--- src/design/cft_pkg.sv ---
// ---------------------------------------------------------------------------
// cft_pkg
// Constants and types for the CSV field tokenizer.
// ---------------------------------------------------------------------------
package cft_pkg;

	localparam logic [7:0] QUOTE_BYTE    = 8'd34;
	localparam logic [7:0] CR_BYTE       = 8'd13;
	localparam logic [7:0] FIELD_SEP_RST = 8'd44;
	localparam logic [7:0] ROW_SEP_RST   = 8'd10;

	// results per field are capped at this count
	localparam int MAX_RESULTS = 32;

	localparam int CFG_IDX_W  = 2;
	localparam int CFG_DATA_W = 8;

	typedef enum logic [CFG_IDX_W-1:0] {
		CFG_FIELD_SEP  = 2'd0,
		CFG_ROW_SEP    = 2'd1,
		CFG_CRLF_ROWS  = 2'd2,
		CFG_SKIP_FIRST = 2'd3
	} cfg_idx_t;

	typedef enum logic [2:0] {
		QP_NONE   = 3'b001,
		QP_OPEN   = 3'b010,
		QP_CLOSED = 3'b100
	} qphase_t;

	typedef enum logic [6:0] {
		ST_IDLE   = 7'b0000001,
		ST_REPLAY = 7'b0000010,
		ST_START  = 7'b0000100,
		ST_READ   = 7'b0001000,
		ST_EVAL   = 7'b0010000,
		ST_EMPTY  = 7'b0100000,
		ST_DONE   = 7'b1000000
	} state_t;

	typedef struct packed {
		logic [7:0] data;
		logic       empty;
		logic       fend;
		logic       rend;
		logic       first;
		logic       match;
		logic       trunc;
	} result_t;

endpackage

--- src/design/csv_field_tokenizer_unit.sv ---
// ---------------------------------------------------------------------------
// csv_field_tokenizer_unit
// Splits CSV text into fields and emits unescaped field bytes.
// ---------------------------------------------------------------------------
// Usage:
//   Input channel (in_valid/in_stall) carries one text byte per transaction,
//   with last_byte marking the end of the input. Output channel
//   (out_valid/out_stall) carries one result per unescaped content byte, or
//   one empty_field result for a field with no content.
//   A content byte goes straight into the field store while idle. A held
//   CR that turns into content is written first and the byte after it is
//   replayed from a hold register. A byte that ends a field starts the emit
//   walk: field setup, one read and one evaluate per buffered byte walked
//   through the field store (or the empty-field state for an empty field),
//   then bookkeeping; in_stall is high meanwhile. The field store is a
//   single-port synchronous RAM, FIELD_DEPTH bytes, whose registered read
//   output sets the read-then-evaluate step of the emit walk.
//   Reset: registers go to defaults, the field store needs no clearing.
//   When the receiver stalls, the output register holds its result and the
//   walk waits; an input byte is still taken while idle.
//   The user must write configuration only while the block is idle;
//   the block itself does not enforce it.
// ---------------------------------------------------------------------------
module csv_field_tokenizer_unit #(
	parameter int FIELD_DEPTH = 32
) (
	input  logic                           clk,
	input  logic                           arst_n,
	input  logic                           cfg_wr_en,
	input  logic [cft_pkg::CFG_IDX_W-1:0]  cfg_index,
	input  logic [cft_pkg::CFG_DATA_W-1:0] cfg_data,
	input  logic                           in_valid,
	output logic                           in_stall,
	input  logic [7:0]                     data_byte,
	input  logic                           last_byte,
	output logic                           out_valid,
	input  logic                           out_stall,
	output logic [7:0]                     out_byte,
	output logic                           empty_field,
	output logic                           field_end,
	output logic                           row_end,
	output logic                           first_row,
	output logic                           count_matches,
	output logic                           truncated
);

	localparam int AW = $clog2(FIELD_DEPTH);
	localparam int LW = $clog2(FIELD_DEPTH + 1);
	localparam logic [LW-1:0] DEPTH_L = LW'(FIELD_DEPTH);

	cft_pkg::state_t  state_q;
	cft_pkg::qphase_t qp_q, qp_n;

	logic [7:0]    field_sep_q, row_sep_q;
	logic          crlf_q, skip_q;
	logic [LW-1:0] len_q;
	logic          ovf_q, crp_q, crp_n;
	logic [7:0]    fields_q, header_q;
	logic          first_q;
	logic [LW-1:0] cnt_a_q, cnt_b_q, cnt_bp_q;
	logic          pa_q, pb_q, fq_q, lq_q;
	logic          fin_row_q;
	logic [7:0]    hold_byte_q;
	logic          hold_last_q;
	logic [AW-1:0] rd_ptr_q;
	logic [LW-1:0] emit_cnt_q;
	logic          pe_q;
	logic [7:0]    mem [FIELD_DEPTH];
	logic [7:0]    mem_rd_q;
	logic          out_valid_q;
	cft_pkg::result_t out_q;

	logic [7:0]    src_byte;
	logic          src_last, proc_go, outside;
	logic          put_en, fin, fin_row, replay, wr_en;
	logic [7:0]    put_data;
	logic          x_quote, a_fold, b_fold;
	logic          strip, cap, show, match, last_r, rd_quote, fold, out_free;
	logic          trunc_c, load_byte, load_empty;
	logic [LW-1:0] m_raw, m_fin;
	logic [7:0]    n_cnt;

	// ---- byte classification ----
	always_comb begin
		src_byte = (state_q == cft_pkg::ST_IDLE) ? data_byte : hold_byte_q;
		src_last = (state_q == cft_pkg::ST_IDLE) ? last_byte : hold_last_q;
		proc_go  = ((state_q == cft_pkg::ST_IDLE) && in_valid) ||
			(state_q == cft_pkg::ST_REPLAY);
		outside  = (qp_q != cft_pkg::QP_OPEN);
		put_en   = 1'b0;
		put_data = src_byte;
		crp_n    = crp_q;
		qp_n     = qp_q;
		fin      = 1'b0;
		fin_row  = 1'b0;
		replay   = 1'b0;
		if (proc_go) begin
			if (crp_q && (src_byte == row_sep_q)) begin
				fin     = 1'b1;
				fin_row = 1'b1;
			end else if (crp_q) begin
				// held CR becomes content, byte is handled next cycle
				put_en   = 1'b1;
				put_data = cft_pkg::CR_BYTE;
				crp_n    = 1'b0;
				replay   = 1'b1;
			end else if (outside && (src_byte == field_sep_q)) begin
				fin     = 1'b1;
				fin_row = src_last;
			end else if (outside && (src_byte == row_sep_q)) begin
				fin     = 1'b1;
				fin_row = 1'b1;
			end else if (outside && crlf_q && (src_byte == cft_pkg::CR_BYTE)) begin
				crp_n = 1'b1;
				if (src_last) begin
					put_en   = 1'b1;
					put_data = cft_pkg::CR_BYTE;
					fin      = 1'b1;
					fin_row  = 1'b1;
				end
			end else begin
				put_en = 1'b1;
				if (src_byte == cft_pkg::QUOTE_BYTE) begin
					qp_n = (qp_q == cft_pkg::QP_OPEN) ? cft_pkg::QP_CLOSED : cft_pkg::QP_OPEN;
				end
				if (src_last) begin
					fin     = 1'b1;
					fin_row = 1'b1;
				end
			end
		end
	end

	// running fold counts: scan A from entry 0, scan B from entry 1
	assign wr_en   = put_en && (len_q < DEPTH_L);
	assign x_quote = (put_data == cft_pkg::QUOTE_BYTE);
	assign a_fold  = pa_q && x_quote;
	assign b_fold  = pb_q && x_quote;

	// ---- emit walk ----
	assign strip    = (len_q >= LW'(2)) && fq_q && lq_q;
	assign m_raw    = strip ? cnt_bp_q : cnt_a_q;
	assign cap      = 32'(m_raw) > cft_pkg::MAX_RESULTS;
	assign m_fin    = cap ? LW'(cft_pkg::MAX_RESULTS) : m_raw;
	assign trunc_c  = ovf_q || cap;
	assign show     = !(skip_q && first_q);
	assign n_cnt    = (fields_q == 8'hFF) ? fields_q : fields_q + 8'd1;
	assign match    = fin_row_q && (first_q || (n_cnt == header_q));
	assign last_r   = (emit_cnt_q == m_fin - LW'(1));
	assign rd_quote = (mem_rd_q == cft_pkg::QUOTE_BYTE);
	assign fold     = pe_q && rd_quote;
	assign out_free = !out_valid_q || !out_stall;

	assign load_byte  = (state_q == cft_pkg::ST_EVAL) && !fold && out_free;
	assign load_empty = (state_q == cft_pkg::ST_EMPTY) && out_free;

	always_ff @(posedge clk or negedge arst_n) begin
		if (!arst_n) begin
			state_q     <= cft_pkg::ST_IDLE;
			field_sep_q <= cft_pkg::FIELD_SEP_RST;
			row_sep_q   <= cft_pkg::ROW_SEP_RST;
			crlf_q      <= 1'b0;
			skip_q      <= 1'b0;
			len_q       <= '0;
			ovf_q       <= 1'b0;
			qp_q        <= cft_pkg::QP_NONE;
			crp_q       <= 1'b0;
			fields_q    <= '0;
			header_q    <= '0;
			first_q     <= 1'b1;
			cnt_a_q     <= '0;
			cnt_b_q     <= '0;
			cnt_bp_q    <= '0;
			pa_q        <= 1'b0;
			pb_q        <= 1'b0;
			fq_q        <= 1'b0;
			lq_q        <= 1'b0;
			fin_row_q   <= 1'b0;
			rd_ptr_q    <= '0;
			emit_cnt_q  <= '0;
			pe_q        <= 1'b0;
			out_valid_q <= 1'b0;
		end else begin
			if (cfg_wr_en) begin
				case (cft_pkg::cfg_idx_t'(cfg_index))
					cft_pkg::CFG_FIELD_SEP:  field_sep_q <= cfg_data;
					cft_pkg::CFG_ROW_SEP:    row_sep_q   <= cfg_data;
					cft_pkg::CFG_CRLF_ROWS:  crlf_q      <= cfg_data[0];
					cft_pkg::CFG_SKIP_FIRST: skip_q      <= cfg_data[0];
					default: ;
				endcase
			end

			if (wr_en) begin
				cnt_a_q <= a_fold ? cnt_a_q : cnt_a_q + LW'(1);
				pa_q    <= !a_fold && x_quote;
				if (len_q != '0) begin
					cnt_bp_q <= cnt_b_q;
					cnt_b_q  <= b_fold ? cnt_b_q : cnt_b_q + LW'(1);
					pb_q     <= !b_fold && x_quote;
				end else begin
					fq_q <= x_quote;
				end
				lq_q  <= x_quote;
				len_q <= len_q + LW'(1);
			end else if (put_en) begin
				ovf_q <= 1'b1;
			end
			qp_q  <= qp_n;
			crp_q <= crp_n;
			if (fin) begin
				fin_row_q <= fin_row;
			end

			if (load_byte || load_empty) begin
				out_valid_q <= 1'b1;
			end else if (!out_stall) begin
				out_valid_q <= 1'b0;
			end

			case (state_q)
				cft_pkg::ST_IDLE, cft_pkg::ST_REPLAY: begin
					if (proc_go) begin
						state_q <= fin ? cft_pkg::ST_START :
							(replay ? cft_pkg::ST_REPLAY : cft_pkg::ST_IDLE);
					end
				end
				cft_pkg::ST_START: begin
					rd_ptr_q   <= strip ? AW'(1) : '0;
					emit_cnt_q <= '0;
					pe_q       <= 1'b0;
					if (!show) begin
						state_q <= cft_pkg::ST_DONE;
					end else if (m_fin == '0) begin
						state_q <= cft_pkg::ST_EMPTY;
					end else begin
						state_q <= cft_pkg::ST_READ;
					end
				end
				cft_pkg::ST_READ: begin
					rd_ptr_q <= rd_ptr_q + AW'(1);
					state_q  <= cft_pkg::ST_EVAL;
				end
				cft_pkg::ST_EVAL: begin
					if (fold) begin
						// second quote of a doubled pair
						pe_q    <= 1'b0;
						state_q <= cft_pkg::ST_READ;
					end else if (out_free) begin
						pe_q       <= rd_quote;
						emit_cnt_q <= emit_cnt_q + LW'(1);
						state_q    <= last_r ? cft_pkg::ST_DONE : cft_pkg::ST_READ;
					end
				end
				cft_pkg::ST_EMPTY: begin
					if (out_free) begin
						state_q <= cft_pkg::ST_DONE;
					end
				end
				cft_pkg::ST_DONE: begin
					if (fin_row_q) begin
						if (first_q) begin
							header_q <= n_cnt;
							first_q  <= 1'b0;
						end
						fields_q <= '0;
					end else begin
						fields_q <= n_cnt;
					end
					len_q    <= '0;
					ovf_q    <= 1'b0;
					qp_q     <= cft_pkg::QP_NONE;
					crp_q    <= 1'b0;
					cnt_a_q  <= '0;
					cnt_b_q  <= '0;
					cnt_bp_q <= '0;
					pa_q     <= 1'b0;
					pb_q     <= 1'b0;
					fq_q     <= 1'b0;
					lq_q     <= 1'b0;
					state_q  <= cft_pkg::ST_IDLE;
				end
				default: state_q <= cft_pkg::ST_IDLE;
			endcase
		end
	end

	// field store: writes only while buffering, reads only while walking
	always_ff @(posedge clk) begin
		if (wr_en) begin
			mem[len_q[AW-1:0]] <= put_data;
		end
		if (state_q == cft_pkg::ST_READ) begin
			mem_rd_q <= mem[rd_ptr_q];
		end
	end

	always_ff @(posedge clk) begin
		if ((state_q == cft_pkg::ST_IDLE) && replay) begin
			hold_byte_q <= src_byte;
			hold_last_q <= src_last;
		end
		if (load_byte) begin
			out_q.data  <= mem_rd_q;
			out_q.empty <= 1'b0;
			out_q.fend  <= last_r;
			out_q.rend  <= last_r && fin_row_q;
			out_q.first <= first_q;
			out_q.match <= last_r && match;
			out_q.trunc <= trunc_c;
		end else if (load_empty) begin
			out_q.data  <= 8'd0;
			out_q.empty <= 1'b1;
			out_q.fend  <= 1'b1;
			out_q.rend  <= fin_row_q;
			out_q.first <= first_q;
			out_q.match <= match;
			out_q.trunc <= trunc_c;
		end
	end

	assign in_stall      = (state_q != cft_pkg::ST_IDLE);
	assign out_valid     = out_valid_q;
	assign out_byte      = out_q.data;
	assign empty_field   = out_q.empty;
	assign field_end     = out_q.fend;
	assign row_end       = out_q.rend;
	assign first_row     = out_q.first;
	assign count_matches = out_q.match;
	assign truncated     = out_q.trunc;

endmodule

--- config.mk ---
export PLATFORM = sky130hd
export DESIGN_NAME = csv_field_tokenizer_unit
export DESIGN_NICKNAME = d
export VERILOG_FILES = /design/src/design/cft_pkg.sv /design/src/design/csv_field_tokenizer_unit.sv
export SDC_FILE = /design/constraint.sdc
export NUM_CORES = 1
export LEC_CHECK = 0
export CORE_MARGIN = 4
export CORE_UTILIZATION = 40
export DETAILED_ROUTE_END_ITERATION = 7
export DONT_BUFFER_PORTS = 1
export PLACE_DENSITY = 0.55
export SYNTH_ARGS = -nofsm -noshare
export SYNTH_HDL_FRONTEND = slang
export SYNTH_SLANG_ARGS = --single-unit
--- constraint.sdc ---
create_clock -name clk -period 3.25 [get_ports clk]
set_input_delay 0.4875 -clock clk [delete_from_list [all_inputs] [get_ports clk]]
set_output_delay 0.4875 -clock clk [all_outputs]
set_load 0.05 [all_outputs]
==> impl_metrics.ini, run 1 <==
[clocking]
numClockSinks = 376
path_clk_slew_ns = 0.06
clockBufferDepth = 3
ctsRootBufferMaster = clkbuf_16
cts_inserted_buffers = 41
cts_tree = yes
htreeDepth = 2
clk_latency_ns = 0.57

[synth]
async_reset_ff_frac = 0.237
ys_seq_area_frac = 0.653
synth_cells = 1196
syn_nets = 1231
ys_ff_latch = 376
ys.flop_type = edfxtp_1
synthDistinctLibCells = 79
syn_area_per_cell_um2 = 13.9
synth-edff-count = 286
yosysWarnings = 0
synth_area_um2 = 16600

[setup_path]
worstSetupEndpoint = mem[30][1]
cpMaxStageDelayCell = or4b_2
critPathMaxFanout = 8
critPathLaunch = state_q[4]
ff2ff_setup_slack_ns = 0.12
timing.rr.end = mem[30][1]
slowest_delay_ns = 0.71
path_depth = 12
ff2ff_path_depth = 12
worstSetupPathType = reg2reg
timing.rr.start = state_q[4]
required_ns = 3.57
start_kind = flop
crit_arrival_ns = 3.45
critPathTopFamily = simple AND/OR/NAND/NOR gates
worstPathCellList = buf_4 -> or4b_2 -> o22ai_2 -> nand3_1 -> a211oi_4 -> or2_4 -> inv_4 -> a41o_2 -> nand3_1 -> buf_12 -> nor2_1 -> buf_4
cp-end-kind = flop
crit_buf_inv = 4

[final_layout]
final_common_cell = edfxtp_1
synthToLayoutAreaGrowth_pct = 16.5
fin_cells = 1847
final_util = 0.473
n_fill_cell = 3612
diodes = 0
drive_above_1_share = 0.209
post-route-cell-area_um2 = 19400
final_nets = 1318
final_cell_mix = edfxtp_1 (286), nand2_1 (89), buf_4 (89)

[power]
power_leakage_nw = 6.68
power_density_nw_per_um2 = 644
finalPower_mw = 12.5
ir_worst_vdd_mv = 0.329

[sta]
setup_viol = 0
hold_viol_final = 0
slew_violations = 0
maxSlewHeadroom = 0.410
fmax_ghz = 0.319
skew_ns = 0.0316
period_minus_slack_ns = 3.13
fin_crit_sh = 0.964
worst_slack_ns = 0.117
worst_slew_pin_slew_ns = 0.885

[detailed_routing]
via_count = 10200
drcViolationCount = 0
avgViaCountPerCell = 5.51
avgRoutedWirePerCell_um = 21.6
dr.first_iter.drc_count = 891
drtPass1Iterations = 5
detail-route-antenna-nets = 0
totalWireLength_um = 39800

[hold_path]
hold_class = in2reg

[floorplanning]
io_pins = 40
initial_utilization = 0.406
dieHeight_um = 212
die_w_um = 212
core_area_um2 = 40900
dieArea_um2 = 44900
fp-row-count = 74

[place]
dp_cells = 1765
pre_cts_slack_ns = -0.0620
placed_cell_area_um2 = 17900
numPortBuffers = 0
place.gp.congestion = 0.862
hpwl_um = 26400

[run]
maxCapViolCount = 0

[grt]
grt_pass1_vias = 10300
antenna_found_initial = 0
grt.total_usage = 0.181
grt-ovfl-total = 0
grt_max_degree = 90
grt_pass1_wl_um = 62600

[outcome]
outcome = finished, final reports clean
[report_power, final]
part	internal, mW	switching [mW]	total [mW]
Sequential	5.60	0.164	5.77
Combinational	0.877	1.25	2.12
Clock	2.69	1.88	4.57
Total	9.17	3.29	12.5
[per-layer routing]
metal | GRT usage | part of all wire
met5 | 0 | 0
met4 | 0.0582 | 0.025
met3 | 0.0332 | 0.051
met2 | 0.283 | 0.46
met1 | 0.258 | 0.46
[timing repair]
item	4_1_cts	5_1_grt
hold buffers	2	0
gates resized for setup	7	19
hold endpoints to repair	89	0
buffers inserted	0	5
pin swaps	0	2
endpoints found under the setup margin	51	281
gates cloned	0	0
[registers in the layout, indices dropped and copies added (netlist names), 3 cells and up]
| name | cells |
|---|---|
| field_sep_q | 8 |
| len_q | 6 |
| cnt_bp_q | 6 |
| cnt_a_q | 6 |
| hold_byte_q | 8 |
| emit_cnt_q | 6 |
| mem_rd_q | 8 |
| qp_q | 3 |
| out_byte | 8 |
| row_sep_q | 8 |
| state_q | 7 |
| fields_q | 8 |
| header_q | 8 |
| mem | 256 |
| rd_ptr_q | 5 |
| cnt_b_q | 6 |
[how the worst min path moves through the flow]
stage	slack, ns	cells after the start	to	start
detailed placement	0.20	0	header_q[7]	arst_n
CTS	0.04	2	field_sep_q[7]	cfg_data[7]
floorplan	0.19	0	cnt_a_q[0]	arst_n
global placement	0.19	0	fields_q[7]	arst_n
finish	0.07	2	field_sep_q[7]	cfg_data[7]
global route	0.06	2	field_sep_q[7]	cfg_data[7]
[synthesized netlist by cell type (all sizes together), types with 11 or more instances]
cell type  count  area share
edfxtp       286        0.52
nor2          98       0.022
nand2         90       0.021
dfrtp         81        0.12
mux2i         76       0.046
o21ai         56       0.017
a21oi         41       0.012
clkbuf        36      0.0081
nand3         34       0.010
mux4          32       0.043
o221ai        27       0.014
inv           25      0.0058
mux2          25       0.017
buf           23      0.0067
xor2          22       0.012
xnor2         18      0.0095
and2          16      0.0060
o31ai         15      0.0071
o22ai         14      0.0053
nor3          13      0.0046
or4           13      0.0061
ha            11      0.0083
nand4         11      0.0041
[stage by stage]
stage          setup TNS [ns]  hold slack (ns)
2_1_floorplan               0            0.192
3_3_place_gp                0            0.195
3_5_place_dp           -0.963            0.195
4_1_cts                     0           0.0382
5_1_grt               -0.0709           0.0605
6_report                    0           0.0651
[cells by family after synthesis]
group / count (synthesis) / share of synthesized area
flip-flops: 376 / 0.653
AND/OR/NAND/NOR: 342 / 0.105
AO/OA/AOI/OAI: 209 / 0.0860
multiplexers: 133 / 0.106
buffers and inverters: 85 / 0.0209
XOR/XNOR: 40 / 0.0211
adder cells (fa/ha/maj): 11 / 0.00828
[area by class of cell]
cell class,count,area (µm²),share of cell area
Clock buffer,50,1120,0.0579
Clock inverter,25,210,0.0109
Inverter,26,100,0.00517
Multi-Input combinational cell,735,5500,0.284
Sequential cell,376,10800,0.560
Tap cell,532,666,0.0344
Timing Repair Buffer,103,920,0.0475
No activity file was read; power rests on OpenSTA's default activity.
==> run 2: changes to the inputs <==
--- a/config.mk
+++ b/config.mk
@@ -10,6 +10,7 @@
 export DETAILED_ROUTE_END_ITERATION = 7
 export DONT_BUFFER_PORTS = 1
 export PLACE_DENSITY = 0.55
+export REMOVE_ABC_BUFFERS = 1
 export SYNTH_ARGS = -nofsm -noshare
 export SYNTH_HDL_FRONTEND = slang
 export SYNTH_SLANG_ARGS = --single-unit
==> run 2 against run 1 <==
  * Sequential cell count stayed put
  * Non-clock buffer count grew 5
  * Count of clock-buffer cells in the layout unchanged
  * Sequential share of layout area shrank 0.18 points
  * Sequential power barely moved
  * Die area is the same
  * Critical path depth is 1 lower
  * Largest power group unchanged
==> impl_metrics.ini, run 2 (synthesized netlist as in run 1, its figures left out) <==
[outcome]
outcome = finished, final reports clean

[run]
maxCapViolCount = 0

[final_layout]
synthToLayoutAreaGrowth_pct = 16.9
diodes = 0
final_cell_mix = edfxtp_1 (286), buf_4 (90), nand2_1 (89)
largest_register_ff_count = 256
fin_cells = 1851
post-route-cell-area_um2 = 19400
n_fill_cell = 3598
drive_above_1_share = 0.209
final_common_cell = edfxtp_1
final_nets = 1323

[setup_path]
timing.rr.end = cnt_bp_q[2]
start_kind = flop
critPathTopFamily = simple AND/OR/NAND/NOR gates
crit_buf_inv = 3
cp-end-kind = flop
worstSetupPathType = reg2reg
critPathLaunch = state_q[4]
slowest_delay_ns = 0.58
cpMaxStageDelayCell = or4_1
timing.rr.start = state_q[4]
cp_common_cell = buf_4
ff2ff_setup_slack_ns = 0.11
required_ns = 3.69
crit_arrival_ns = 3.57
ff2ff_path_depth = 11
critPathMaxFanout = 9
worstPathCellList = buf_4 -> nor4b_4 -> nand2_4 -> buf_4 -> mux2i_1 -> xnor2_1 -> or4_1 -> buf_4 -> a32o_2 -> and2_1 -> o31ai_1

[power]
power_density_nw_per_um2 = 637
power_leakage_nw = 6.68
ir_worst_vdd_mv = 0.368

[clocking]
ctsRootBufferMaster = clkbuf_16
htreeDepth = 2
clockBufferDepth = 3
cts_tree = yes
numClockSinks = 376
cts_inserted_buffers = 40
clk_latency_ns = 0.54
path_clk_slew_ns = 0.06

[detailed_routing]
drcViolationCount = 0
avgViaCountPerCell = 5.55
totalWireLength_um = 40600
via_count = 10300
avgRoutedWirePerCell_um = 21.9
drtPass1Iterations = 5
detail-route-antenna-nets = 0
dr.first_iter.drc_count = 850

[sta]
slew_violations = 0
worst_slew_pin_slew_ns = 1.11
hold_viol_final = 0
setup_viol = 0
worst_slack_ns = 0.113
fin_crit_sh = 0.965
fmax_ghz = 0.319
period_minus_slack_ns = 3.14
maxSlewHeadroom = 0.259
skew_ns = 0.0230

[place]
dp_cells = 1765
numPortBuffers = 0
hpwl_um = 26800
placed_cell_area_um2 = 17900
place.gp.congestion = 0.804
pre_cts_slack_ns = -0.0892

[grt]
grt_pass1_wl_um = 62400
grt.total_usage = 0.181
grt-ovfl-total = 0
grt_pass1_vias = 10200
grt_max_degree = 90
antenna_found_initial = 0

[hold_path]
hold_class = in2reg
holdPathStages = 2
worstHoldEndpoint = field_sep_q[1]
hold_path_startpoint = cfg_data[1]

[floorplanning]
fp-row-count = 74
initial_utilization = 0.406
io_pins = 40
dieArea_um2 = 44900
die_w_um = 212
core_area_um2 = 40900
dieHeight_um = 212
-- run 2: worst register-to-register path: stages (launching register included) --
cell	delay [ns]
dfrtp_1	0.38
buf_4	0.14
nor4b_4	0.38
nand2_4	0.14
buf_4	0.18
mux2i_1	0.21
xnor2_1	0.08
or4_1	0.58
buf_4	0.21
a32o_2	0.32
and2_1	0.22
o31ai_1	0.20
-- run 2: stage by stage --
| stage | util | total power [mW] | TNS, ns | hold WS [ns] |
|---|---|---|---|---|
| after detailed placement | 0.437 | 7.99 | -1.53 | 0.194 |
| after global placement | 0.437 | 7.98 | 0 | 0.194 |
| after global routing | 0.475 | 12.9 | -0.0483 | 0.0676 |
| after floorplan | - | 7.16 | -24.75 | 0.192 |
| final | 0.475 | 12.4 | 0 | 0.0781 |
| after CTS | 0.469 | 12.5 | -0.789 | 0.0549 |
-- run 2: metal layers --
layer	wire, µm	global-route usage
met3	2050	0.0258
met1	18600	0.262
met5	0	0
met4	990	0.0502
met2	18900	0.287
-- run 2: power breakdown --
group / internal [mW] / leakage, nW / switching, mW
sequential: 5.60 / 3.67 / 0.169
clock: 2.58 / 0.611 / 1.82
combinational: 0.933 / 2.41 / 1.28
-- run 2: layout make-up --
| type | count | area [µm²] | share of cell area |
|---|---|---|---|
| inverters | 26 | 100 | 0.00515 |
| clock inverters | 23 | 215 | 0.0111 |
| repair buffers | 108 | 990 | 0.0509 |
| multi-input cells | 736 | 5570 | 0.287 |
| clock buffers | 50 | 1040 | 0.0535 |
| well taps | 532 | 666 | 0.0343 |
| flip-flops and latches | 376 | 10800 | 0.558 |
-- run 2: repair_timing --
item,4_1_cts,5_1_grt
hold endpoints to repair,89,0
gates cloned,0,1
hold buffers,2,0
gates resized for setup,6,34
buffers inserted,3,7
pin swaps,0,3
endpoints found under the setup margin,91,274
-- run 2: worst max path at each step --
| stage | endpoint | cells past startpoint |
|---|---|---|
| finish | cnt_bp_q[2] | 11 |
| CTS | mem[31][1] | 10 |
| global route | cnt_a_q[0] | 11 |
| detailed placement | mem[29][6] | 10 |
| floorplan | mem_rd_q[0] | 5 |
| global placement | mem[29][4] | 10 |
